## src/hw/rtl/ccfr_pkg.sv

```systemverilog
// Shared types, constants and a function for the ccTalk reply frame receiver.
`default_nettype none

package ccfr_pkg;

   // Configuration port geometry and register map
   localparam int unsigned CSR_ADDR_W = 3;
   localparam int unsigned CSR_DATA_W = 32;
   localparam logic [0:0] REG_POLL_HEADER = 1'b0;
   localparam logic [7:0] POLL_HEADER_RESET = 8'd229;

   // Stream payload widths
   localparam int unsigned REQ_DATA_W = 16;
   localparam int unsigned RSP_DATA_W = 48;

   // Item action codes
   localparam logic ACT_BYTE = 1'b0;
   localparam logic ACT_CMD_SENT = 1'b1;

   // Parser states; code 7 is unused and falls back to destination
   typedef enum logic [2:0] {
      ST_DST    = 3'd0,
      ST_LEN    = 3'd1,
      ST_SRC    = 3'd2,
      ST_HDR    = 3'd3,
      ST_DATA   = 3'd4,
      ST_SUM    = 3'd5,
      ST_FINISH = 3'd6
   } parse_state_type;

   // Parser to credit unit: a good frame is complete on this transfer
   typedef struct packed {
      logic       run;
      logic [7:0] first_byte;
      logic [7:0] second_byte;
      logic [7:0] sent_header;
   } credit_req_type;

   // Credit unit result after this transfer
   typedef struct packed {
      logic [31:0] balance;
      logic [7:0]  event_count;
      logic        updated;
   } credit_rsp_type;

   // Coin code to credit units
   function automatic logic [3:0] coin_multiplier(input logic [7:0] code);
      logic [3:0] mult;
      case (code)
         8'd3, 8'd4: mult = 4'd2;
         8'd5, 8'd6: mult = 4'd5;
         8'd7, 8'd8: mult = 4'd10;
         default:    mult = 4'd1;
      endcase
      return mult;
   endfunction

endpackage

`default_nettype wire

```

## src/hw/rtl/ccfr_parser.sv

```systemverilog
// Reply frame parser: state walk, running checksum and captured data bytes.
`default_nettype none

module ccfr_parser
   import ccfr_pkg::*;
(
   input  wire logic           clock,
   input  wire logic           reset,
   input  wire logic           accept,
   input  wire logic           action,
   input  wire logic [7:0]     byte_value,
   input  wire logic [7:0]     command_header,
   output      logic           frame_done,
   output      logic           checksum_bad,
   output      credit_req_type credit_req
);

   parse_state_type state_ff, state_in;
   logic [7:0] data_length_ff, data_length_in;
   logic [7:0] data_index_ff, data_index_in;
   logic [7:0] sum_ff, sum_in;
   logic [7:0] first_ff, first_in;
   logic [7:0] second_ff, second_in;
   logic [7:0] sent_header_ff, sent_header_in;
   logic [7:0] index_step;
   logic [7:0] sum_add;

   assign sum_add = sum_ff + byte_value;
   // index saturates at 255
   assign index_step = (data_index_ff != 8'hFF) ? (data_index_ff + 8'd1) : data_index_ff;

   // Next parser state and checksum
   always_comb begin
      state_in       = state_ff;
      data_length_in = data_length_ff;
      data_index_in  = data_index_ff;
      sum_in         = sum_ff;
      first_in       = first_ff;
      second_in      = second_ff;
      sent_header_in = sent_header_ff;
      checksum_bad   = 1'b0;
      if (accept) begin
         if (action == ACT_CMD_SENT) begin
            sent_header_in = command_header;
            state_in       = ST_DST;
         end else begin
            case (state_ff)
               ST_DST: begin
                  data_index_in = 8'd0;
                  sum_in        = byte_value;
                  state_in      = ST_LEN;
               end
               ST_LEN: begin
                  data_length_in = byte_value;
                  sum_in         = sum_add;
                  state_in       = ST_SRC;
               end
               ST_SRC: begin
                  sum_in   = sum_add;
                  state_in = ST_HDR;
               end
               ST_HDR: begin
                  sum_in   = sum_add;
                  state_in = (data_length_ff == 8'd0) ? ST_SUM : ST_DATA;
               end
               ST_DATA: begin
                  if (data_index_ff == 8'd0) begin
                     first_in = byte_value;
                  end else if (data_index_ff == 8'd1) begin
                     second_in = byte_value;
                  end
                  sum_in        = sum_add;
                  data_index_in = index_step;
                  if (index_step >= data_length_ff) begin
                     state_in = ST_SUM;
                  end
               end
               ST_SUM: begin
                  sum_in = sum_add;
                  if (sum_add == 8'd0) begin
                     state_in = ST_FINISH;
                  end else begin
                     state_in     = ST_DST;
                     checksum_bad = 1'b1;
                  end
               end
               ST_FINISH: begin
                  state_in = ST_FINISH;
               end
               default: begin
                  state_in = ST_DST;
               end
            endcase
         end
      end
   end

   // Frame status and credit request for this transfer
   always_comb begin
      frame_done              = accept && (action == ACT_BYTE) && (state_in == ST_FINISH);
      credit_req.run          = frame_done;
      credit_req.first_byte   = first_ff;
      credit_req.second_byte  = second_ff;
      credit_req.sent_header  = sent_header_ff;
   end

   // Parser registers
   always_ff @(posedge clock) begin
      if (reset) begin
         state_ff       <= ST_DST;
         data_length_ff <= 8'd0;
         data_index_ff  <= 8'd0;
         sum_ff         <= 8'd0;
         first_ff       <= 8'd0;
         second_ff      <= 8'd0;
         sent_header_ff <= 8'd0;
      end else begin
         state_ff       <= state_in;
         data_length_ff <= data_length_in;
         data_index_ff  <= data_index_in;
         sum_ff         <= sum_in;
         first_ff       <= first_in;
         second_ff      <= second_in;
         sent_header_ff <= sent_header_in;
      end
   end

endmodule

`default_nettype wire

```

## src/hw/rtl/ccfr_credit.sv

```systemverilog
// Buffered credit accounting: event counter tracking and balance update.
`default_nettype none

module ccfr_credit
   import ccfr_pkg::*;
(
   input  wire logic           clock,
   input  wire logic           reset,
   input  wire logic [7:0]     poll_header,
   input  wire credit_req_type credit_req,
   output      credit_rsp_type credit_rsp
);

   logic [7:0]  event_ff, event_in;
   logic        pending_ff, pending_in;
   logic [31:0] balance_ff, balance_in;
   logic        updated;

   // Counter compare and balance add
   always_comb begin
      event_in   = event_ff;
      pending_in = pending_ff;
      balance_in = balance_ff;
      updated    = 1'b0;
      if (credit_req.run && (credit_req.sent_header == poll_header)) begin
         if (pending_ff) begin
            // first good frame only seeds the counter
            pending_in = 1'b0;
            event_in   = credit_req.first_byte;
         end else if (event_ff != credit_req.first_byte) begin
            event_in   = credit_req.first_byte;
            balance_in = balance_ff
                       + {28'd0, coin_multiplier(credit_req.second_byte)};
            updated    = 1'b1;
         end
      end
   end

   assign credit_rsp.balance     = balance_in;
   assign credit_rsp.event_count = event_in;
   assign credit_rsp.updated     = updated;

   // Credit registers
   always_ff @(posedge clock) begin
      if (reset) begin
         event_ff   <= 8'd0;
         pending_ff <= 1'b1;
         balance_ff <= 32'd0;
      end else begin
         event_ff   <= event_in;
         pending_ff <= pending_in;
         balance_ff <= balance_in;
      end
   end

endmodule

`default_nettype wire

```

## src/hw/rtl/cctalk_reply_frame_receiver.sv

```systemverilog
// Top level of the ccTalk reply frame receiver: streams, CSR port, result register.
//
// Channel  | Direction | Handshake            | Payload
// req_*    | in        | tvalid/tready        | tuser: action; tdata: byte, header
// rsp_*    | out       | tvalid/tready        | tdata: done, bad, balance, event, upd
// csr_*    | in        | psel/penable/pready  | credit_poll_header at address 0
//
// One item per cycle while the output is not stalled: the parser and credit logic run in
// the cycle of the input transfer and the result is registered into the output register.
// The input is ready whenever the output register is empty or being drained.
// Synchronous active-high reset returns the parser to destination, clears
// the balance and restores the poll header to 229.
`default_nettype none

module cctalk_reply_frame_receiver
   import ccfr_pkg::*;
(
   input  wire logic                  clock,
   input  wire logic                  reset,
   // input stream
   input  wire logic                  req_tvalid,
   output      logic                  req_tready,
   input  wire logic [REQ_DATA_W-1:0] req_tdata,  // [7:0] byte_value, [15:8] command_header
   input  wire logic [0:0]            req_tuser,  // [0] action
   // result stream
   output      logic                  rsp_tvalid,
   input  wire logic                  rsp_tready,
   output      logic [RSP_DATA_W-1:0] rsp_tdata,  // [0] frame_done, [1] checksum_bad,
                                                  // [33:2] credit_balance,
                                                  // [41:34] event_count,
                                                  // [42] balance_updated, [47:43] zero
   // configuration port
   input  wire logic                  csr_psel,
   input  wire logic                  csr_penable,
   input  wire logic                  csr_pwrite,
   input  wire logic [CSR_ADDR_W-1:0] csr_paddr,
   input  wire logic [CSR_DATA_W-1:0] csr_pwdata,
   output      logic [CSR_DATA_W-1:0] csr_prdata,
   output      logic                  csr_pready
);

   logic           accept;
   logic           frame_done;
   logic           checksum_bad;
   credit_req_type credit_req;
   credit_rsp_type credit_rsp;
   logic [7:0]     poll_header_ff;
   logic           rsp_valid_ff, rsp_valid_in;
   logic [42:0]    rsp_data_ff;

   // Input transfer
   assign req_tready = !rsp_valid_ff || rsp_tready;
   assign accept     = req_tvalid && req_tready;

   // Configuration register
   assign csr_pready = 1'b1;
   assign csr_prdata = (csr_paddr[2] == REG_POLL_HEADER)
                     ? {24'd0, poll_header_ff} : '0;

   always_ff @(posedge clock) begin
      if (reset) begin
         poll_header_ff <= POLL_HEADER_RESET;
      end else if (csr_psel && csr_penable && csr_pwrite && csr_pready
                   && (csr_paddr[2] == REG_POLL_HEADER)) begin
         poll_header_ff <= csr_pwdata[7:0];
      end
   end

   ccfr_parser u_parser (
      .clock          (clock),
      .reset          (reset),
      .accept         (accept),
      .action         (req_tuser[0]),
      .byte_value     (req_tdata[7:0]),
      .command_header (req_tdata[15:8]),
      .frame_done     (frame_done),
      .checksum_bad   (checksum_bad),
      .credit_req     (credit_req)
   );

   ccfr_credit u_credit (
      .clock       (clock),
      .reset       (reset),
      .poll_header (poll_header_ff),
      .credit_req  (credit_req),
      .credit_rsp  (credit_rsp)
   );

   // Result register
   assign rsp_valid_in = accept || (rsp_valid_ff && !rsp_tready);

   always_ff @(posedge clock) begin
      if (reset) begin
         rsp_valid_ff <= 1'b0;
      end else begin
         rsp_valid_ff <= rsp_valid_in;
      end
   end

   always_ff @(posedge clock) begin
      if (accept) begin
         rsp_data_ff <= {credit_rsp.updated, credit_rsp.event_count,
                         credit_rsp.balance, checksum_bad, frame_done};
      end
   end

   assign rsp_tvalid = rsp_valid_ff;
   assign rsp_tdata  = {5'd0, rsp_data_ff};

endmodule

`default_nettype wire

```

## config.mk

```make
export PLATFORM = sky130hd
export DESIGN_NAME = cctalk_reply_frame_receiver
export DESIGN_NICKNAME = d
export VERILOG_FILES = /design/src/hw/rtl/ccfr_pkg.sv /design/src/hw/rtl/ccfr_parser.sv /design/src/hw/rtl/ccfr_credit.sv /design/src/hw/rtl/cctalk_reply_frame_receiver.sv
export SDC_FILE = /design/constraint.sdc
export NUM_CORES = 1
export LEC_CHECK = 0
export ABC_CLOCK_PERIOD_IN_PS = 7700
export BUFFER_PORTS_ARGS = -buffer_cell sky130_fd_sc_hd__clkbuf_2
export CORE_MARGIN = 2
export CORE_UTILIZATION = 38
export CTS_BUF_LIST = sky130_fd_sc_hd__clkbuf_8
export DETAILED_ROUTE_END_ITERATION = 8
export HOLD_SLACK_MARGIN = 0.05
export SLEW_MARGIN = 15
export SYNTH_ARGS = -nofsm -noshare
export SYNTH_HDL_FRONTEND = slang
export SYNTH_HIERARCHICAL = 1
export SYNTH_SLANG_ARGS = --single-unit
```

## constraint.sdc

```tcl
create_clock -name clock -period 7.7 [get_ports clock]
set_input_delay 1.155 -clock clock [delete_from_list [all_inputs] [get_ports clock]]
set_output_delay 1.155 -clock clock [all_outputs]
set_load 0.005 [all_outputs]
```

==> results.json, run 1 <==
{
  "grt_pass1_wl_um": 26400,
  "synth_xor_xnor_area_share": 0.0575,
  "power-per-cell-area_nw_per_um2": 179,
  "hold_class": "reg -> reg",
  "via_count": 5662,
  "synth-edff-count": 43,
  "yosys_register_bits": 144,
  "firstDrtPassIters": 5,
  "die_height_um": 147,
  "final.period_utilization": 0.610,
  "max-cap-violations": 0,
  "critical_path.endpoint_type": "flip-flop",
  "cts.clk_slew.worst_paths_ps": 90,
  "worst_slack_ps": 3000,
  "post_drt_wl_per_cell_um": 13.9,
  "viasPerCell": 4.89,
  "largest_net_degree_at_the_start_of_global_routing": 80,
  "wirelength_um": 16100,
  "cts_tree": "done",
  "numCtsBuffers": 17,
  "worst_slew_pin_slew_ps": 1050,
  "synth_cells": 804,
  "min_period_ps": 4700,
  "setup_skew_ps": 15.6,
  "place_hpwl_um": 11300,
  "insertedDiodeCount": 0,
  "synth_compound_gate_area_share": 0.102,
  "grt_pass1_vias": 5254,
  "top_usage_layer": "met2",
  "flow.area_growth_from_synthesis_pct": 11.4,
  "post_cts_resize_count": 0,
  "critPathKind": "in -> reg",
  "initial_utilization": 0.385,
  "power.ir.vdd_worst_mv": 0.0995,
  "detailedRoute.firstIterationViolations": 278,
  "setup.worst_path.start_class": "input port",
  "clock-sinks": 144,
  "synth-adder-area-share": 0.0406,
  "final_nets": 957,
  "synth.top_cells.by_area": "sky130_fd_sc_hd__dfxtp_1, sky130_fd_sc_hd__edfxtp_1, sky130_fd_sc_hd__nor2_1",
  "worst_case_headroom_to_the_max_slew_limit": 0.297,
  "count_of_synthesis_stage_warnings_from_yosys": 6,
  "floorplan.rows": 52,
  "path_max_fanout": 48,
  "synthSimpleGateAreaFrac": 0.230,
  "critPathRequiredTime_ps": 8050,
  "clock_insertion_delay_worst_skew_ps": 450,
  "grt_setup_unrepaired": "no",
  "synth_top_family_by_area": "simple AND/OR/NAND/NOR gates",
  "multi_input_comb_area_um2": 4030,
  "grt_use_met2": 0.244,
  "total_leakage_power_nw": 3.64,
  "totalNegativeSetupSlack_ps": 0,
  "yosysTopAreaCellShare": 0.260,
  "finalHoldViolCount": 0,
  "pre_cts_ws_ps": 2550,
  "portion_of_netlist_area_occupied_by_mux_cells": 0.0732,
  "synthArstFlopShare": 0,
  "setup_viol_count_final": 0,
  "die-width_um": 147,
  "ys_dominant_reg_cell": "sky130_fd_sc_hd__dfxtp_1",
  "drt_drc_violations_left": 0,
  "global_route.overflow_total": 0,
  "drive_above_1_share": 0.207,
  "grt_usage": 0.152,
  "count_of_hold_fix_buffers_inserted_at_cts": 0,
  "result_of_the_run": "finished, final reports clean",
  "clockBufferDepth": 2,
  "synthMostInstantiatedCell": "sky130_fd_sc_hd__dfxtp_1",
  "num_io_pins": 142,
  "place_congestion": 0.836,
  "layout.filler_cells": 1987,
  "synth_area_leader_cell": "sky130_fd_sc_hd__dfxtp_1",
  "synth_seq_area_share": 0.427,
  "clock_tree.htree_level_count": 4,
  "seq_area_um2": 3310,
  "count_of_buffers_inserted_at_the_top_level_ports": 85,
  "die_outline_area_um2": 21600,
  "synth.cell_area_um2": 7760,
  "finalMaxSlewViolations": 0,
  "grtUsageMet3": 0.0311,
  "core_um2": 20200,
  "ctsRootBufferMaster": "sky130_fd_sc_hd__clkbuf_8",
  "max_clock_freq_mhz": 213,
  "ys_top_cells_by_count": "sky130_fd_sc_hd__dfxtp_1, sky130_fd_sc_hd__nor2_1, sky130_fd_sc_hd__a21oi_1",
  "synth.lib_cells_used.distinct": 70,
  "cts_setup_buffers": 0,
  "gr-usage-met1": 0.205,
  "worst_ep_arrival_time_ps": 5050,
  "grt_antenna_before_repair": 0,
  "syn_area_per_cell_um2": 9.66,
  "final_antenna_net_count": 0
}
==> state kept, by name, indices dropped and copies added (netlist names) <==
register	cells
rsp_tvalid	1
u_parser/data_length_ff	8
u_parser/sent_header_ff	8
u_parser/state_ff	3
u_credit/balance_ff	32
rsp_data_ff	43
u_parser/first_ff	8
u_parser/sum_ff	8
u_credit/pending_ff	1
u_credit/event_ff	8
u_parser/data_index_ff	8
poll_header_ff	8
u_parser/second_ff	8
==> logic make-up after synthesis <==
kind of cell,count (synthesis)
mux,54
other cells,2
simple gates,306
flops,144
compound gates,129
fa+ha+maj,24
buf+inv,94
xor+xnor,51
==> layout by cell type (no fill, tap or decap), types with 3 or more instances in the layout <==
| cell type | synthesis | final |
|---|---|---|
| sky130_fd_sc_hd__xor2_1 | 18 | 18 |
| sky130_fd_sc_hd__edfxtp_1 | 43 | 43 |
| sky130_fd_sc_hd__clkbuf_8 | 0 | 18 |
| sky130_fd_sc_hd__o21bai_1 | 4 | 4 |
| sky130_fd_sc_hd__mux2i_1 | 32 | 32 |
| sky130_fd_sc_hd__a21oi_1 | 59 | 59 |
| sky130_fd_sc_hd__nor2_1 | 90 | 90 |
| sky130_fd_sc_hd__nand2_1 | 55 | 55 |
| sky130_fd_sc_hd__buf_4 | 33 | 4 |
| sky130_fd_sc_hd__nand3_1 | 37 | 37 |
| sky130_fd_sc_hd__a211oi_1 | 4 | 4 |
| sky130_fd_sc_hd__mux2_2 | 15 | 15 |
| sky130_fd_sc_hd__xnor2_1 | 33 | 33 |
| sky130_fd_sc_hd__inv_1 | 29 | 29 |
| sky130_fd_sc_hd__nor3_2 | 9 | 9 |
| sky130_fd_sc_hd__dfxtp_1 | 101 | 101 |
| sky130_fd_sc_hd__a21o_1 | 3 | 3 |
| sky130_fd_sc_hd__nand4_1 | 8 | 8 |
| sky130_fd_sc_hd__nor2b_1 | 23 | 23 |
| sky130_fd_sc_hd__nor4_1 | 4 | 4 |
| sky130_fd_sc_hd__o31ai_1 | 7 | 7 |
| sky130_fd_sc_hd__mux2_1 | 7 | 7 |
| sky130_fd_sc_hd__a22oi_1 | 7 | 7 |
| sky130_fd_sc_hd__or4_1 | 5 | 5 |
| sky130_fd_sc_hd__nor4_2 | 9 | 9 |
| sky130_fd_sc_hd__inv_6 | 0 | 6 |
| sky130_fd_sc_hd__nor4_4 | 4 | 4 |
| sky130_fd_sc_hd__a31oi_1 | 3 | 3 |
| sky130_fd_sc_hd__nor3_1 | 8 | 8 |
| sky130_fd_sc_hd__clkbuf_2 | 0 | 84 |
| sky130_fd_sc_hd__and4_1 | 7 | 7 |
| sky130_fd_sc_hd__conb_1 | 2 | 30 |
| sky130_fd_sc_hd__nand2b_1 | 8 | 8 |
| sky130_fd_sc_hd__ha_1 | 22 | 22 |
| sky130_fd_sc_hd__and2b_2 | 9 | 9 |
| sky130_fd_sc_hd__o21ai_0 | 25 | 25 |
| sky130_fd_sc_hd__o311ai_0 | 3 | 3 |
==> final timing paths <==
check | startpoint | to | slack, ps | cells past startpoint
max | req_tdata[0] | u_credit/balance_ff[21] | 3000 | 13
min | u_parser/sum_ff[5] | u_parser/sum_ff[5] | 450 | 2
max reg2reg | u_parser/sum_ff[0] | u_credit/balance_ff[21] | 3540 | 12
min reg2reg | u_parser/sum_ff[5] | u_parser/sum_ff[5] | 450 | 2
==> layer usage <==
metal,share of wire,wire (um),up-vias
met5,0,0,-
met4,0.012,196,0
met3,0.028,458,15
met2,0.47,7560,90
met1,0.49,7900,2637
li1,-,-,2920
==> where the power goes <==
| part | leakage [nW] | switching [mW] | internal [mW] |
|---|---|---|---|
| Combinational | 2.18 | 0.0706 | 0.0445 |
| Clock | 0.214 | 0.323 | 0.308 |
| Sequential | 1.25 | 0.00870 | 0.796 |
==> worst max-delay path: stages <==
cell                        delay, ps
sky130_fd_sc_hd__clkbuf_2         130
sky130_fd_sc_hd__ha_1             250
sky130_fd_sc_hd__fa_1             420
sky130_fd_sc_hd__a211oi_1         480
sky130_fd_sc_hd__nor4_1           120
sky130_fd_sc_hd__a2111oi_2        350
sky130_fd_sc_hd__and2_1           200
sky130_fd_sc_hd__nand4b_1         170
sky130_fd_sc_hd__o31ai_1          160
sky130_fd_sc_hd__nand2_1          120
sky130_fd_sc_hd__or3_4            610
sky130_fd_sc_hd__nor4_2           460
sky130_fd_sc_hd__mux2_2           370
==> stage by stage <==
| stage | total power, mW | util | hold WS, ps | cell area (um2) | std cells |
|---|---|---|---|---|---|
| 2_1_floorplan | 0.907 | - | 420 | 7870 | 832 |
| 4_1_cts | 1.58 | 0.429 | 457 | 8650 | 1157 |
| 3_3_place_gp | 0.938 | 0.408 | 441 | 8240 | 1125 |
| 3_5_place_dp | 0.939 | 0.408 | 439 | 8240 | 1125 |
| 5_1_grt | 1.62 | 0.429 | 473 | 8650 | 1157 |
| 6_report | 1.55 | 0.429 | 451 | 8650 | 1157 |
==> final cells by class <==
type / count / share of cell area
Clock inverter: 14 / 0.0191
Multi-Input combinational cell: 594 / 0.465
Timing Repair Buffer: 88 / 0.0521
Sequential cell: 144 / 0.383
Inverter: 29 / 0.0126
Tap cell: 270 / 0.0391
Clock buffer: 18 / 0.0286
Power figures use the tool's default switching activity.
==> run 2: changes to the inputs <==
--- a/config.mk
+++ b/config.mk
@@ -5,7 +5,7 @@
 export SDC_FILE = /design/constraint.sdc
 export NUM_CORES = 1
 export LEC_CHECK = 0
-export ABC_CLOCK_PERIOD_IN_PS = 7700
+export ABC_CLOCK_PERIOD_IN_PS = 4600
 export BUFFER_PORTS_ARGS = -buffer_cell sky130_fd_sc_hd__clkbuf_2
 export CORE_MARGIN = 2
 export CORE_UTILIZATION = 38
==> constraint.sdc (replaced) <==
create_clock -name clock -period 4.6 [get_ports clock]
set_input_delay 0.69 -clock clock [delete_from_list [all_inputs] [get_ports clock]]
set_output_delay 0.69 -clock clock [all_outputs]
set_load 0.005 [all_outputs]
==> results.json, run 2 (same netlist as run 1, synthesis figures left out) <==
{
  "result_of_the_run": "finished, final reports clean",
  "numCtsBuffers": 17,
  "timing.critical_path.cells": "clkbuf_2 -> ha_1 -> fa_1 -> a211oi_1 -> nor4_1 -> a2111oi_2 -> and2_1 -> nand4b_1 -> o31ai_1 -> nand2_1 -> or3_4 -> buf_12 -> nor4_2 -> mux2_2",
  "grt_use_met2": 0.242,
  "insertedDiodeCount": 0,
  "placedInstanceArea_um2": 8320,
  "place_hpwl_um": 11200,
  "die-width_um": 147,
  "grt_pass1_wl_um": 26400,
  "via_count": 5756,
  "firstDrtPassIters": 5,
  "grt_usage": 0.150,
  "count_of_buffers_inserted_at_the_top_level_ports": 85,
  "finish.utilization": 0.433,
  "cts_setup_buffers": 0,
  "critical_path.endpoint_type": "flip-flop",
  "critical_path.reg2reg.endpoint": "u_credit/balance_ff[25]",
  "initial_utilization": 0.385,
  "final_cell_area_um2": 8740,
  "layout.cells.most_common_list": "sky130_fd_sc_hd__dfxtp_1, sky130_fd_sc_hd__nor2_1, sky130_fd_sc_hd__clkbuf_2",
  "total_power_mw": 2.61,
  "worst_path_max_delay_cell": "sky130_fd_sc_hd__a211oi_1",
  "top_usage_layer": "met2",
  "layout.filler_cells": 1983,
  "min_period_ps": 3960,
  "critPathRequiredTime_ps": 4940,
  "worst_slew_pin_slew_ps": 956,
  "finalMaxSlewViolations": 0,
  "grtUsageMet3": 0.0332,
  "grt_antenna_before_repair": 0,
  "worst_case_headroom_to_the_max_slew_limit": 0.363,
  "placed_cells": 1135,
  "r2r-start": "u_parser/sum_ff[0]",
  "flow.area_growth_from_synthesis_pct": 12.6,
  "final_common_cell": "sky130_fd_sc_hd__dfxtp_1",
  "setup.worst_path.start_class": "input port",
  "cpPeakStageDelay_ps": 460,
  "path_max_fanout": 37,
  "worst_ep_arrival_time_ps": 4300,
  "place_congestion": 0.823,
  "num_io_pins": 142,
  "wirelength_um": 15900,
  "die_height_um": 147,
  "final.hold.worst_slack_ps": 453,
  "ctsRootBufferMaster": "sky130_fd_sc_hd__clkbuf_8",
  "largest_register": "rsp_data_ff",
  "worstHoldStart": "u_parser/sum_ff[5]",
  "cts.clk_slew.worst_paths_ps": 80,
  "cts_tree": "done",
  "drive_above_1_share": 0.214,
  "finalHoldViolCount": 0,
  "die_outline_area_um2": 21600,
  "total_leakage_power_nw": 3.71,
  "floorplan.rows": 52,
  "final_antenna_net_count": 0,
  "final.period_utilization": 0.861,
  "totalNegativeSetupSlack_ps": 0,
  "critPathKind": "in -> reg",
  "final_cells": 1167,
  "worst_slack_ps": 639,
  "viasPerCell": 4.93,
  "core_um2": 20200,
  "timing.hold.worst_path_depth": 2,
  "setup_skew_ps": 13.3,
  "post_drt_wl_per_cell_um": 13.7,
  "power-per-cell-area_nw_per_um2": 298,
  "rr_worst_depth": 13,
  "clock-sinks": 144,
  "power.ir.vdd_worst_mv": 0.164,
  "r2r_setup_slack_ps": 670,
  "clock_insertion_delay_worst_skew_ps": 450,
  "grt_setup_unrepaired": "no",
  "max-cap-violations": 0,
  "final_nets": 967,
  "clockBufferDepth": 2,
  "timing.hold.worst_endpoint": "u_parser/sum_ff[5]",
  "hold_class": "reg -> reg",
  "max_ffs_per_register": 43,
  "clock_tree.htree_level_count": 4,
  "count_of_hold_fix_buffers_inserted_at_cts": 0,
  "detailedRoute.firstIterationViolations": 358,
  "pre_cts_ws_ps": 169,
  "setup_viol_count_final": 0,
  "grt_pass1_vias": 5267,
  "largest_net_degree_at_the_start_of_global_routing": 94,
  "reg.largest.list": "rsp_data_ff (43), u_credit/balance_ff (32)",
  "post_cts_resize_count": 0,
  "gr-usage-met1": 0.208,
  "max_clock_freq_mhz": 252,
  "drt_drc_violations_left": 0,
  "global_route.overflow_total": 0
}
[run 2: cell types whose count changed in the layout (fill, tap and decap cells not counted), sizes merged]
cell and change:
buf +10, bufinv +1, clkbuf -1
[run 2: layout make-up]
cell class / instances / area [um2] / area share
multi-input cells: 594 / 4030 / 0.461
flip-flops and latches: 144 / 3310 / 0.379
repair buffers: 98 / 538 / 0.0616
well taps: 270 / 338 / 0.0387
clock buffers: 17 / 234 / 0.0268
clock inverters: 15 / 183 / 0.0209
inverters: 29 / 109 / 0.0125
[run 2: routing by layer]
| layer | share of wire | vias up | wire length (um) |
|---|---|---|---|
| li1 | - | 2939 | - |
| met1 | 0.48 | 2700 | 7690 |
| met2 | 0.48 | 106 | 7580 |
| met3 | 0.034 | 11 | 534 |
| met4 | 0.0085 | 0 | 136 |
| met5 | 0 | - | 0 |
[run 2: how the worst max path moves through the flow]
stage                       start                       to  slack (ps)  cells past startpoint
2_1_floorplan          rsp_tready  u_credit/balance_ff[18]         240                     14
3_3_place_gp         req_tdata[0]  u_credit/balance_ff[25]         210                     14
3_5_place_dp         req_tdata[0]  u_credit/balance_ff[25]         170                     14
4_1_cts              req_tdata[0]  u_credit/balance_ff[25]         650                     14
5_1_grt        u_parser/sum_ff[0]  u_credit/balance_ff[25]         290                     13
6_report             req_tdata[0]  u_credit/balance_ff[25]         640                     14
[run 2: worst max-delay path: cells and delay by family]
family,cells,cell delay [ps]
AOI/OAI and AO/OA,3,960
adders and majority gates,2,640
and+or+nand+nor,6,1320
buffers and inverters,2,290
muxes,1,370
[run 2: power breakdown]
group          internal (mW)  total, mW  switching, mW
Sequential              1.33       1.35         0.0146
Combinational         0.0758      0.195          0.119
Clock                  0.547       1.07          0.518
Total                   1.96       2.61          0.652
